[src/design/rfp_pkg.sv]
// ----------------------------------------------------------------------------
// rfp_pkg: shared types and constants for the radar energy frame parser
// Frame markers, byte positions, status codes and the buffer size.
// ----------------------------------------------------------------------------
package rfp_pkg;

  localparam int BUFFER_BYTES = 64;
  localparam int CNT_W        = $clog2(BUFFER_BYTES);

  typedef logic [CNT_W-1:0] cnt_t;

  localparam cnt_t CNT_LAST      = cnt_t'(BUFFER_BYTES - 1);
  localparam cnt_t MIN_FRAME     = cnt_t'(12);
  localparam cnt_t CHECK_FROM    = cnt_t'(8);
  localparam cnt_t POS_HEAD_END  = cnt_t'(4);
  localparam cnt_t POS_LEN_LO    = cnt_t'(4);
  localparam cnt_t POS_LEN_HI    = cnt_t'(5);
  localparam cnt_t POS_PRESENCE  = cnt_t'(6);
  localparam cnt_t POS_DIST_LO   = cnt_t'(7);
  localparam cnt_t POS_DIST_HI   = cnt_t'(8);

  localparam logic [31:0] FOOTER_WORD    = 32'hF8F7F6F5;
  localparam logic [31:0] HEADER_WORD    = 32'hF4F3F2F1;
  localparam logic [16:0] FRAME_OVERHEAD = 17'd10;

  typedef enum logic [2:0] {
    ST_OK           = 3'd0,
    ST_BAD_HEADER   = 3'd1,
    ST_TOO_SHORT    = 3'd2,
    ST_LEN_MISMATCH = 3'd3,
    ST_OVERFLOW     = 3'd4
  } status_t;

  typedef struct packed {
    logic [15:0] distance;
    logic [7:0]  presence;
    status_t     status;
  } result_t;

  typedef struct packed {
    cnt_t        count;
    logic [7:0]  held_presence;
    logic [15:0] held_distance;
  } trk_stat_t;

endpackage

[src/design/rfp_byte_reg.sv]
// ----------------------------------------------------------------------------
// rfp_byte_reg: input register
// Captures one received byte and holds it until the tracker takes it.
// ----------------------------------------------------------------------------
module rfp_byte_reg
(
  input  logic       clk,
  input  logic       rst_n,
  input  logic       in_tvalid,
  output logic       in_tready,
  input  logic [7:0] in_tdata,
  input  logic       adv,
  output logic       byte_valid,
  output logic [7:0] byte_data
);

  logic       valid_r;
  logic [7:0] data_r;

  // refill in the same cycle the held byte moves on
  assign in_tready  = !valid_r || adv;
  assign byte_valid = valid_r;
  assign byte_data  = data_r;

  always_ff @(posedge clk) begin
    if (!rst_n) begin
      valid_r <= 1'b0;
    end else if (in_tvalid && in_tready) begin
      valid_r <= 1'b1;
    end else if (adv) begin
      valid_r <= 1'b0;
    end
  end

  always_ff @(posedge clk) begin
    if (in_tvalid && in_tready) begin
      data_r <= in_tdata;
    end
  end

endmodule

[src/design/rfp_frame_track.sv]
// ----------------------------------------------------------------------------
// rfp_frame_track: frame position tracking and frame check
// Keeps the byte count, header, length and payload fields and the tail
// window; judges the frame when the footer shows up.
// ----------------------------------------------------------------------------
module rfp_frame_track
  import rfp_pkg::*;
(
  input  logic       clk,
  input  logic       rst_n,
  input  logic       adv,
  input  logic [7:0] byte_data,
  output logic       res_valid,
  output result_t    res,
  output trk_stat_t  stat
);

  cnt_t        count_r,     count_nxt;
  logic [31:0] head_r,      head_nxt;
  logic [15:0] len_r,       len_nxt;
  logic [7:0]  spres_r,     spres_nxt;
  logic [15:0] sdist_r,     sdist_nxt;
  logic [31:0] tail_r,      tail_nxt;
  logic [7:0]  hpres_r,     hpres_nxt;
  logic [15:0] hdist_r,     hdist_nxt;
  cnt_t        cnt_inc;
  status_t     status;

  always_comb begin
    count_nxt = count_r;
    head_nxt  = head_r;
    len_nxt   = len_r;
    spres_nxt = spres_r;
    sdist_nxt = sdist_r;
    tail_nxt  = tail_r;
    hpres_nxt = hpres_r;
    hdist_nxt = hdist_r;
    cnt_inc   = count_r + cnt_t'(1);
    status    = ST_OK;
    res_valid = 1'b0;

    if (count_r == CNT_LAST) begin
      // drop the byte and restart
      count_nxt = '0;
      status    = ST_OVERFLOW;
      res_valid = 1'b1;
    end else begin
      if (count_r < POS_HEAD_END) begin
        head_nxt = {head_r[23:0], byte_data};
      end else if (count_r == POS_LEN_LO) begin
        len_nxt = {len_r[15:8], byte_data};
      end else if (count_r == POS_LEN_HI) begin
        len_nxt = {byte_data, len_r[7:0]};
      end else if (count_r == POS_PRESENCE) begin
        spres_nxt = byte_data;
      end else if (count_r == POS_DIST_LO) begin
        sdist_nxt = {sdist_r[15:8], byte_data};
      end else if (count_r == POS_DIST_HI) begin
        sdist_nxt = {byte_data, sdist_r[7:0]};
      end
      tail_nxt  = {tail_r[23:0], byte_data};
      count_nxt = cnt_inc;

      if (cnt_inc >= CHECK_FROM && tail_nxt == FOOTER_WORD) begin
        if (head_nxt != HEADER_WORD) begin
          status = ST_BAD_HEADER;
        end else if (cnt_inc < MIN_FRAME) begin
          status = ST_TOO_SHORT;
        end else if (({1'b0, len_nxt} + FRAME_OVERHEAD) != 17'(cnt_inc)) begin
          status = ST_LEN_MISMATCH;
        end else begin
          status    = ST_OK;
          hpres_nxt = spres_nxt;
          hdist_nxt = sdist_nxt;
        end
        count_nxt = '0;
        res_valid = 1'b1;
      end
    end
  end

  assign res.status   = status;
  assign res.presence = hpres_nxt;
  assign res.distance = hdist_nxt;

  assign stat.count         = count_r;
  assign stat.held_presence = hpres_r;
  assign stat.held_distance = hdist_r;

  always_ff @(posedge clk) begin
    if (!rst_n) begin
      count_r <= '0;
      head_r  <= '0;
      len_r   <= '0;
      spres_r <= '0;
      sdist_r <= '0;
      tail_r  <= '0;
      hpres_r <= '0;
      hdist_r <= '0;
    end else if (adv) begin
      count_r <= count_nxt;
      head_r  <= head_nxt;
      len_r   <= len_nxt;
      spres_r <= spres_nxt;
      sdist_r <= sdist_nxt;
      tail_r  <= tail_nxt;
      hpres_r <= hpres_nxt;
      hdist_r <= hdist_nxt;
    end
  end

endmodule

[src/design/rfp_out_reg.sv]
// ----------------------------------------------------------------------------
// rfp_out_reg: result register
// Holds one frame result until the downstream side takes it.
// ----------------------------------------------------------------------------
module rfp_out_reg
  import rfp_pkg::*;
(
  input  logic        clk,
  input  logic        rst_n,
  input  logic        load,
  input  result_t     res,
  output logic        out_tvalid,
  input  logic        out_tready,
  output logic [31:0] out_tdata
);

  logic    valid_r;
  result_t res_r;

  assign out_tvalid = valid_r;
  assign out_tdata  = {5'b0, res_r.distance, res_r.presence, res_r.status};

  always_ff @(posedge clk) begin
    if (!rst_n) begin
      valid_r <= 1'b0;
    end else if (load) begin
      valid_r <= 1'b1;
    end else if (out_tready) begin
      valid_r <= 1'b0;
    end
  end

  always_ff @(posedge clk) begin
    if (load) begin
      res_r <= res;
    end
  end

endmodule

[src/design/radar_energy_frame_parser_core.sv]
// ----------------------------------------------------------------------------
// radar_energy_frame_parser_core: radar serial frame parser
// Tracks frame position in a byte stream, detects the footer, checks
// header, length and size, and reports status with the last good presence
// and distance.
//
//   channel   dir   width  contents (lowest bit first)
//   in_*      in      8    rx_byte[7:0]
//   out_*     out    32    frame_status[2:0], presence[10:3],
//                          distance_cm[26:11], zero[31:27]
//
// One byte per cycle sustained unless the result side stalls; a byte's result,
// if any, is loaded into the result register as the byte moves on.
// A byte that ends no frame and does not overflow gives no transaction.
// A stall on the result side holds the byte in the input register; a new
// byte is still taken in the cycle the held one moves on.
// Reset clears the count, windows and the held presence and distance.
// ----------------------------------------------------------------------------
module radar_energy_frame_parser_core
  import rfp_pkg::*;
(
  input  logic        clk,
  input  logic        rst_n,
  input  logic        in_tvalid,
  output logic        in_tready,
  input  logic [7:0]  in_tdata,   // rx_byte[7:0]
  output logic        out_tvalid,
  input  logic        out_tready,
  output logic [31:0] out_tdata   // frame_status[2:0], presence[10:3],
                                  // distance_cm[26:11], zero[31:27]
);

  logic       byte_valid;
  logic [7:0] byte_data;
  logic       adv;
  logic       res_valid;
  result_t    res;
  trk_stat_t  stat;

  // advance the held byte when the result register can take its outcome
  assign adv = byte_valid && (!out_tvalid || out_tready);

  rfp_byte_reg u_byte_reg (
    .clk        (clk),
    .rst_n      (rst_n),
    .in_tvalid  (in_tvalid),
    .in_tready  (in_tready),
    .in_tdata   (in_tdata),
    .adv        (adv),
    .byte_valid (byte_valid),
    .byte_data  (byte_data)
  );

  rfp_frame_track u_frame_track (
    .clk       (clk),
    .rst_n     (rst_n),
    .adv       (adv),
    .byte_data (byte_data),
    .res_valid (res_valid),
    .res       (res),
    .stat      (stat)
  );

  rfp_out_reg u_out_reg (
    .clk        (clk),
    .rst_n      (rst_n),
    .load       (adv && res_valid),
    .res        (res),
    .out_tvalid (out_tvalid),
    .out_tready (out_tready),
    .out_tdata  (out_tdata)
  );

  a_count_range : assert property (@(posedge clk) disable iff (!rst_n)
    stat.count <= CNT_LAST)
    else $error("byte count beyond buffer");

  a_count_clear : assert property (@(posedge clk) disable iff (!rst_n)
    adv && res_valid |=> stat.count == '0)
    else $error("byte count not cleared after frame end");

  a_out_held : assert property (@(posedge clk) disable iff (!rst_n)
    out_tvalid |-> out_tdata[10:3] == stat.held_presence &&
                   out_tdata[26:11] == stat.held_distance)
    else $error("result fields differ from held values");

  a_no_load_stalled : assert property (@(posedge clk) disable iff (!rst_n)
    out_tvalid && !out_tready |=> !(byte_valid && $past(adv)))
    else $error("byte advanced while result stalled");

endmodule
[config.mk]
export PLATFORM = sky130hd
export DESIGN_NAME = radar_energy_frame_parser_core
export DESIGN_NICKNAME = d
export VERILOG_FILES = /design/src/design/rfp_pkg.sv /design/src/design/rfp_byte_reg.sv /design/src/design/rfp_frame_track.sv /design/src/design/rfp_out_reg.sv /design/src/design/radar_energy_frame_parser_core.sv
export SDC_FILE = /design/constraint.sdc
export NUM_CORES = 1
export LEC_CHECK = 0
export BUFFER_PORTS_ARGS = -buffer_cell sky130_fd_sc_hd__buf_2
export CORE_MARGIN = 10
export CORE_UTILIZATION = 42
export DETAILED_ROUTE_END_ITERATION = 10
export HOLD_SLACK_MARGIN = 0.08
export PLACE_DENSITY = 0.64
export SETUP_SLACK_MARGIN = 0.2
export SYNTH_ARGS = -nofsm -noshare
export SYNTH_HDL_FRONTEND = slang
export SYNTH_HIERARCHICAL = 1
export SYNTH_SLANG_ARGS = --single-unit
[constraint.sdc]
create_clock -name clk -period 4.7 [get_ports clk]
set_clock_uncertainty 0.1 [all_clocks]
set_input_delay 0.47 -clock clk [delete_from_list [all_inputs] [get_ports clk]]
set_output_delay 0.47 -clock clk [all_outputs]
set_load 0.03 [all_outputs]
; ---- After elaboration in Yosys (flattened, before gate mapping)
; Cells that the tools add are included.
; W data, S select, Z words.
[classes]
n_addsub = 2
mul = 0
div_mod_pow = 0
order_cmp = 3
n_eq_ne = 9
shifts = 0
muxes = 38
n_bitwise = 2
n_reduce_logical = 13
[op_table]
columns = operator, count
row1 = $mux W16, 15
row2 = $mux W8, 9
row3 = $mux W32, 2
row4 = $eq A32 B32 Y1 const B, 1
row5 = $ne A32 B32 Y1 const B, 1
row6 = $eq A6 B3 Y1 const B, 4
row7 = $add A16 B4 Y17 const B, 1
row8 = $ne A17 B6 Y1, 1
row9 = $mux W6, 2
row10 = $mux W3, 3
row11 = $add A6 B1 Y6 const B, 1
row12 = $eq A6 B4 Y1 const B, 1
row13 = $eq A6 B6 Y1 const B, 1
row14 = $ge A6 B4 Y1 const B, 1
row15 = $lt A6 B3 Y1 const B, 1
row16 = $lt A6 B4 Y1 const B, 1
row17 = $mux W1, 6
row18 = $logic_and A1 B1 Y1, 4
row19 = $reduce_bool A2 Y1, 2
row20 = $reduce_or A3 Y1, 1
row21 = $logic_not A1 Y1, 2
row22 = $logic_or A1 B1 Y1, 2
row23 = $mux W2, 1
row24 = $not A1 Y1, 2
row25 = other kinds (2), 2
[totals]
reg_bits = 163
latchBits = 0
ram_bits = 0
romBits = 0
in_bits = 12
out_inout_bits = 34
mem_count = 0

; ---- Logic depth before layout (Yosys ltp)
[depth]
word_depth = 12
ltp_mapped = 18
mapped_depth_nobuf = 15

; ---- Hierarchy
; Netlist, hierarchy kept.
[modules_own_cells]
columns = module, n_inst, cells_each, area_each_um2
row1 = rfp_frame_track, 1, 884, 7109.3
row2 = rfp_out_reg, 1, 36, 893.4
row3 = rfp_byte_reg, 1, 13, 297.8
row4 = radar_energy_frame_parser_core, 1, 3, 18.8

; ---- Worst setup path before layout
; OpenSTA, ideal clock, no wires.
[synth_timing]
path_type = reg-to-reg
startpoint = register u_frame_track.count_r[0]
endpoint = register u_out_reg.res_r (netlist bit u_out_reg/out_tdata[10]) (data pin)
setup_time_ns = 0.262
arrival_ns = 3.905
required_ns = 4.338
setup_slack_ns = 0.433
path_stages_with_launch = 16
cell_sequence = dfxtp_1 -> inv_1 -> ha_1 -> and2_0 -> clkbuf_1 -> and3_1 -> or2_2 -> ha_1 -> a31o_2 -> a21oi_1 -> xnor3_1 -> nor4_1 -> nand3_1 -> nor4_4 -> buf_6 -> mux2_1
[synth_rtl]
columns = element, line_no
row1 = "start, declared", rfp_frame_track.sv:18  ; cnt_t count_r, count_nxt;
row2 = "start signal, assigned", rfp_frame_track.sv:101  ; count_r <= count_nxt;
row3 = "end signal, assigned", rfp_out_reg.sv:35  ; res_r <= res;
row4 = "end, declared", rfp_out_reg.sv:18  ; result_t res_r;

==> impl_metrics.py <==
metrics = {
    "worst_setup_path": {
        "crit_type": "flip-flop to flip-flop",
        "crit_required_ps": 4790,
        "critPathLaunchType": "flip-flop",
        "cp.arrival_ps": 4250,
        "endpoint_kind": "flip-flop",
        "worstPathMaxFanout": 12,
    },
    "yosys": {
        "syn_area_um2": 8320,
        "synth.avg_cell_area_um2": 8.89,
        "ys_seq_area_share_pct": 43.4,
        "syn_inst": 936,
        "yosysWarningCount": 6,
        "synthArstFlopShare_pct": 0,
        "synth_seq_cells": 163,
        "synth_edf_count": 35,
        "synth_cell_type_count": 71,
        "synth_flop_cell": "dfxtp_1",
    },
    "grt": {
        "grt_max_degree": 65,
        "overflow": 0,
        "grt_pass1_wl_um": 33500,
        "grt_use_total_pct": 15.6,
        "grt_pass1_vias": 6337,
        "antenna_found_initial": 0,
    },
    "floorplanning": {
        "die_y_um": 161,
        "rows": 51,
        "die_area_um2": 25800,
        "die_x_um": 161,
        "start_util_pct": 42.7,
        "core_area_um2": 19500,
        "ios": 46,
    },
    "clock_tree": {
        "cts-root-buf": "clkbuf_16",
        "ctsHoldBuffers": 0,
        "h-tree-depth": 4,
        "clock_sinks": 163,
        "cts_made_buffers": 17,
        "cts_tree": "done",
        "clkTransAtPathRegs_ps": 80,
        "cts_buffer_depth": 2,
        "insertion_delay_ps": 440,
    },
    "timing": {
        "finalCritPeriodShare_pct": 88.5,
        "grt_setup_unrepaired": "no",
        "finalHoldViolations": 0,
        "period_needed_ps": 4160,
        "timing.fmax_mhz": 240,
        "setup_ws_ps": 539,
        "setup_tns_ps": 0,
        "max-slew-margin-rel_pct": 47.5,
        "setup_violations": 0,
        "drv_slew": 0,
        "worst_slew_pin_slew_ps": 784,
        "timing.hold.ws_ps": 110,
    },
    "placement": {
        "globalplace.congestion": 0.861,
        "dp_hpwl_um": 13000,
        "dp.cells": 1195,
        "place_ws_ps": 291,
        "portBuffers": 40,
    },
    "finish": {
        "area_delta_synth_final_pct": 13.2,
        "drive_above_1_share_pct": 16.0,
        "n_antenna_cell": 0,
        "fin_nets": 968,
        "finalNonFillerCells": 1229,
    },
    "detailed_routing": {
        "vias_per_cell": 5.47,
        "drt_iter0_markers": 581,
        "drt_first_pass_iters": 5,
        "dr_total_vias": 6718,
        "antenna_left": 0,
        "drc": 0,
        "wl_um": 20500,
        "wl_per_cell_um": 16.7,
    },
    "pwr": {
        "pwr-share-seq_pct": 47.6,
        "leakagePower_nw": 3.31,
        "switching_share_pct": 25.9,
        "vdd_drop_max_mv": 0.227,
        "p_per_area_nw_per_um2": 326,
        "intPower_w": 0.00227,
        "netSwitchingPower_w": 0.000795,
        "pwr-share-clk_pct": 47.4,
        "combPwrFrac_pct": 5.0,
    },
    "hold_path": {
        "hp-class": "input port to flip-flop",
    },
    "run_status": {
        "outcome": "finished, final reports clean",
    },
    "run": {
        "drv_cap": 0,
    },
}
-- Yosys cell counts (all sizes together) (4+ instances only) --
| cell type | count | area share [%] |
|---|---|---|
| ha | 5 | 0.75 |
| nand4 | 10 | 0.75 |
| nor4 | 9 | 1.0 |
| nand3 | 42 | 2.6 |
| mux2 | 48 | 6.5 |
| nand2 | 190 | 8.6 |
| edfxtp | 35 | 13 |
| or3 | 4 | 0.30 |
| inv | 32 | 1.4 |
| xnor2 | 8 | 0.84 |
| nor2 | 23 | 1.0 |
| mux2i | 8 | 0.96 |
| nand4b | 27 | 2.8 |
| and2 | 7 | 0.56 |
| clkbuf | 62 | 2.8 |
| o31ai | 25 | 2.3 |
| o21ai | 28 | 1.7 |
| nor2b | 7 | 0.62 |
| a21boi | 100 | 9.1 |
| xor2 | 5 | 0.53 |
| and3 | 12 | 0.90 |
| buf | 19 | 1.7 |
| a21oi | 40 | 2.4 |
| dfxtp | 128 | 31 |
| nor3 | 9 | 0.60 |
-- logic make-up after synthesis --
family,count (synthesis),share of synthesized area (%)
multiplexers,57,7.73
flip-flops,163,43.4
AND/OR/NAND/NOR,364,22.2
XOR/XNOR,14,1.64
adder cells (fa/ha/maj),5,0.752
buffers and inverters,113,5.96
other,1,0.0451
AO/OA/AOI/OAI,219,18.2
-- power groups by stage --
stage               clock network (W)  logic, W  registers (W)
global route                  0.00154  0.000171        0.00146
detailed placement                  0  0.000155        0.00149
floorplan                           0  0.000112        0.00149
finish                        0.00145  0.000155        0.00146
global placement                    0  0.000153        0.00149
CTS                           0.00149  0.000155        0.00146
-- final cells by class --
cell class | instances | area [um2]
clock buffers | 17 | 425
clock inverters | 15 | 208
fillers | 1858 | 10000
inverters | 32 | 120
multi-input cells | 664 | 4240
flip-flops and latches | 163 | 3610
well taps | 265 | 332
repair buffers | 73 | 478
-- flip-flops by register name, indices dropped and copies added, names as in the netlist, 6 cells and up --
signal,count
u_frame_track/head_r,32
u_out_reg/out_tdata,27
u_frame_track/tail_r,24
u_frame_track/hdist_r,16
u_frame_track/len_r,16
u_frame_track/sdist_r,16
u_byte_reg/byte_data,8
u_frame_track/hpres_r,8
u_frame_track/spres_r,8
u_frame_track/count_r,6
-- cell usage in the layout, fill, tap and decap left out, drive strengths merged, types with 9 or more instances in the layout --
cell / Yosys / final
a21boi: 100 / 100
a21oi: 40 / 40
and3: 12 / 12
buf: 19 / 72
clkbuf: 62 / 18
dfxtp: 128 / 128
edfxtp: 35 / 35
inv: 32 / 41
mux2: 48 / 48
nand2: 190 / 190
nand3: 42 / 42
nand4: 10 / 10
nand4b: 27 / 27
nor2: 23 / 23
nor3: 9 / 9
nor4: 9 / 9
o21ai: 28 / 28
o31ai: 25 / 25
-- routing by layer --
metal | up-vias | GRT usage [%] | part of all wire (%)
li1 | 3325 | - | -
met1 | 3202 | 21.3 | 47
met2 | 164 | 24.1 | 46
met3 | 27 | 3.30 | 4.9
met4 | 0 | 5.00 | 1.8
met5 | - | 0 | 0
-- what timing repair did --
action | CTS | global route
endpoints found under the setup margin | 0 | 48
buffers inserted | 0 | 1
resized for setup | 0 | 3
-- final timing paths --
check	startpoint	to	cells past startpoint	slack, ps
max	u_frame_track/count_r[1]	u_out_reg/out_tdata[13]	15	540
min	in_tdata[3]	u_byte_reg/byte_data[3]	1	110
max reg2reg	u_frame_track/count_r[1]	u_out_reg/out_tdata[13]	15	540
min reg2reg	u_frame_track/hpres_r[2]	u_frame_track/hpres_r[2]	2	340
-- worst max-delay path: stages (launching register included) --
cell and delay [ps]:
dfxtp_1 420, inv_1 110, ha_1 250, and2_0 240
and3_1 230, or2_2 310, ha_1 230, a31o_2 250
a21oi_1 150, xnor3_1 240, nor4_2 340, nand3_1 170
nor4_4 160, buf_4 200, clkbuf_16 180, mux2_1 330
-- per-stage QoR --
step | area [um2] | utilization [%] | total power [W]
after floorplan | 8330 | - | 0.00160
after global placement | 8750 | 44.9 | 0.00164
after detailed placement | 8750 | 44.9 | 0.00164
after CTS | 9380 | 48.2 | 0.00310
after global routing | 9420 | 48.4 | 0.00317
final | 9420 | 48.4 | 0.00307
(Power assumes the default switching activity.)
